--- src/rtl/csst_fp_hash.sv ---
`default_nettype none
// 32-bit hash of a fingerprint; four multiply steps on one shared multiplier.
module csst_fp_hash (
    input  wire logic        clk,
    input  wire logic        rst_n,
    input  wire logic        start,
    input  wire logic [15:0] fp,
    output logic             done,
    output logic [31:0]      hash
);

    localparam logic [31:0] PRIME1 = 32'd3266489917;
    localparam logic [31:0] PRIME2 = 32'd668265263;
    localparam logic [31:0] PRIME3 = 32'd2246822519;
    localparam logic [31:0] SEED_C = 32'd374761398;

    logic [2:0]  step_reg, step_next;
    logic [31:0] acc_reg, acc_next;
    logic [31:0] op_a, op_b, prod, addend, rot;

    assign rot  = {acc_reg[14:0], acc_reg[31:15]};
    assign prod = op_a * op_b;

    always_comb begin
        op_a = acc_reg;
        op_b = PRIME1;
        addend = '0;
        step_next = step_reg;
        unique case (step_reg)
            3'd0: begin
                op_a = {16'd0, fp};
                addend = SEED_C;
                if (start) begin
                    step_next = 3'd1;
                end
            end
            3'd1: begin
                op_a = rot;
                op_b = PRIME2;
                step_next = 3'd2;
            end
            3'd2: begin
                op_a = acc_reg ^ (acc_reg >> 15);
                op_b = PRIME3;
                step_next = 3'd3;
            end
            3'd3: begin
                op_a = acc_reg ^ (acc_reg >> 13);
                step_next = 3'd4;
            end
            default: begin
                step_next = 3'd0;
            end
        endcase
        acc_next = (step_reg == 3'd4) ? acc_reg : prod + addend;
    end

    always_ff @(posedge clk or negedge rst_n) begin
        if (!rst_n) begin
            step_reg <= '0;
        end else begin
            step_reg <= step_next;
        end
    end

    always_ff @(posedge clk) begin
        acc_reg <= acc_next;
    end

    assign done = (step_reg == 3'd4);
    assign hash = acc_reg ^ (acc_reg >> 16);

endmodule
`default_nettype wire

--- config.mk ---
export PLATFORM = sky130hd
export DESIGN_NAME = csst_fp_hash
export DESIGN_NICKNAME = d
export VERILOG_FILES = /design/src/rtl/csst_fp_hash.sv
export SDC_FILE = /design/constraint.sdc
export NUM_CORES = 1
export LEC_CHECK = 0
export ABC_AREA = 1
export BUFFER_PORTS_ARGS = -buffer_cell sky130_fd_sc_hd__buf_2
export CAP_MARGIN = 5
export CORE_MARGIN = 2
export CORE_UTILIZATION = 25
export CTS_BUF_LIST = sky130_fd_sc_hd__clkbuf_8
export DETAILED_ROUTE_END_ITERATION = 7
export REMOVE_ABC_BUFFERS = 1
export SYNTH_ARGS = -nofsm -noshare
export SYNTH_HDL_FRONTEND = slang
export SYNTH_SLANG_ARGS = --single-unit
--- constraint.sdc ---
create_clock -name clk -period 17.2 [get_ports clk]
set_input_delay 1.72 -clock clk [delete_from_list [all_inputs] [get_ports clk]]
set_output_delay 1.72 -clock clk [all_outputs]
set_load 0.01 [all_outputs]
==> run_results.csv <==
group,metric,value,unit
outcome,outcome,"complete, no violations",
sta,worst_slack,7.88,ns
synthesis,synthCells,1990,
detailed_routing,antenna_left,0,
floorplanning,rows,95,
global_route,grt_pass1_vias,13400,
sta,maxSlewViolCount,0,
worst_hold_path,hold_start,"step_reg[1]",
global_route,grtUsageTotal,17.4,%
sta,tightest_slew,1.11,ns
floorplanning,initial_core_util,25.2,%
layout,final_util,27.1,%
layout,n_fill_cell,7227,
place,hpwlAfterDp,52700,um
place,port_buffers,51,
clocking,cts_hold_buf,0,
clocking,cts_root_buf,"clkbuf_8",
clocking,clockBufferDepth,2,
sta,fin_skew,0.00944,ns
detailed_routing,drc,0,
sta,timing.hold.ws,0.943,ns
clocking,post_cts_buffers,0,
place,gp_congestion,1.04,
floorplanning,die_x,264,um
floorplanning,die_area,69800,um2
worst_setup_path,r2r_start,"step_reg[0]",
synthesis,ys_seq_area_share,6.12,%
sta,max_freq,107,MHz
floorplanning,die_y,264,um
detailed_routing,via_per_inst,4.53,
worst_setup_path,critPathLaunch,"step_reg[0]",
synthesis,yosysWarnings,0,
detailed_routing,drtIter0Drc,1266,
global_route,grt_start_max_net_pins,37,
layout,seq_area,1040,um2
clocking,cts_tree,"built",
worst_setup_path,cp.required,17.28,ns
detailed_routing,drt_wl_total,60000,um
sta,final.min_clock_period,9.32,ns
worst_hold_path,hp-class,"register to register",
synthesis,synth.avg_cell_area,8.51,um2
layout,area_growth,7.37,%
layout,largest_register_ffs,32,
layout,multi_input_area,13100,um2
clocking,clock_latency,0.31,ns
synthesis,synth_edf_count,32,
detailed_routing,routedWlPerCell,20.8,um
global_route,grt_antenna_before_repair,4,
floorplanning,core,67200,um2
global_route,grt_pass1_wl,88800,um
synthesis,synth_flop_cell,"edfxtp_1",
worst_setup_path,critPathKind,"register to register",
clocking,path_clk_slew,0.08,ns
sta,fin_setup_tns,0,ns
detailed_routing,drtPass1Iterations,6,
worst_setup_path,slowest_delay,0.78,ns
floorplanning,pin_count,52,
clocking,clock_sinks,35,
worst_setup_path,end_kind,"register",
sta,setup_viol,0,
layout,final_common_cell,"inv_1",
detailed_routing,num_vias,13100,
clocking,htreeDepth,2,
global_route,overflow,0,
synthesis,synthArstFlopShare,8.57,%
worst_setup_path,critical_path_arrival,9.40,ns
layout,drive_above_1_share,5.88,%
sta,rsz0062_at_grt,"no",
worst_setup_path,cp_slowest_cell,"dfrtp_1",
clocking,cts-resized-gates,0,
worst_setup_path,rrSetupSlack,7.88,ns
worst_setup_path,critPathLaunchType,"register",
synthesis,yosysUniqueCellTypes,50,
synthesis,syn_area,16900,um2
clocking,cts_made_buffers,5,
flow_run,maxCapViolations,0,
worst_setup_path,cp_common_cell,"inv_1",
synthesis,synth-seq-cells,35,
sta,hold_violations,0,
worst_setup_path,crit_fanout,36,
sta,fin_crit_sh,54.2,%
sta,slew_headroom,25.9,%
layout,layout.nets,2575,
place,dp_worst_setup_slack,8.00,ns
layout,mostFrequentLayoutCells,"inv_1 (653), fa_1 (366), nand2_1 (280)",
## cell families (layout without fill, tap and decap cells)
group,count (synthesis),count (layout),share of synthesized area (%)
buffers and inverters,723,740,16.7
adders and majority gates,550,550,56.9
and+or+nand+nor,500,500,12.8
AOI/OAI and AO/OA,111,111,3.82
xor gates and xnor gates,71,71,3.67
DFF,35,35,6.12
other,0,5,0
## cells in the mapped netlist, drive strengths merged, types with 2 or more instances
library cell | n | area [um2]
nand3 | 54 | 285
nand3b | 7 | 52.6
a22oi | 2 | 15.0
o221ai | 2 | 17.5
fa | 366 | 7330
o211ai | 3 | 22.5
xor2 | 50 | 438
nand4 | 16 | 100
o22ai | 3 | 18.8
xnor2 | 21 | 184
nor2 | 113 | 454
o21ai | 37 | 185
clkbuf | 15 | 56.3
a21oi | 35 | 179
or2 | 3 | 18.8
nor3 | 8 | 61.3
ha | 184 | 2300
nor3b | 2 | 26.3
buf | 38 | 254
dfrtp | 3 | 75.1
edfxtp | 32 | 961
inv | 669 | 2510
o21bai | 6 | 45.0
nand2 | 295 | 1150
a31oi | 10 | 62.6
a21o | 7 | 52.6
## critical path: cells and delay by family, from the launching register on
family,cells,cell delay [ns]
AO/OA/AOI/OAI,5,1.32
adder cells (fa/ha/maj),9,3.94
buffers and inverters,9,1.43
flip-flops,1,0.78
AND/OR/NAND/NOR,12,1.52
## per-layer routing
layer  global-route usage (%)  wire length (um)  vias up
li1                         -                 -     5777
met1                     23.0             24600     6443
met2                     26.9             26300      682
met3                     3.85              5680      166
met4                     8.46              3520        2
met5                        0                11        -
## cell type report
type	instances	share of cell area, %
antenna	5	0.0688
sequential	35	5.70
clock buffer	5	0.379
clock inverter	3	0.255
timing repair buffer	62	1.86
inverter	670	13.9
multi-input combinational	1232	71.9
tap	873	6.01
## worst paths after layout
kind,depth (start not counted),endpoint
worst max-delay path,35,acc_reg[31]
worst min-delay path,2,step_reg[2]
min in group asynchronous,1,step_reg[0]
worst max register to register,35,acc_reg[31]
worst min register to register,2,step_reg[2]
max in group asynchronous,1,step_reg[1]
## stage by stage
stage	std cells	instance area, um2
global route	2880	18200
detailed placement	2872	18000
global placement	2872	18000
floorplan	1937	16600
finish	2885	18200
CTS	2880	18200
Power is left out: the tool's default activity adds up to more than one toggle a clock period on the data nets, which glitch-free logic cannot reach.
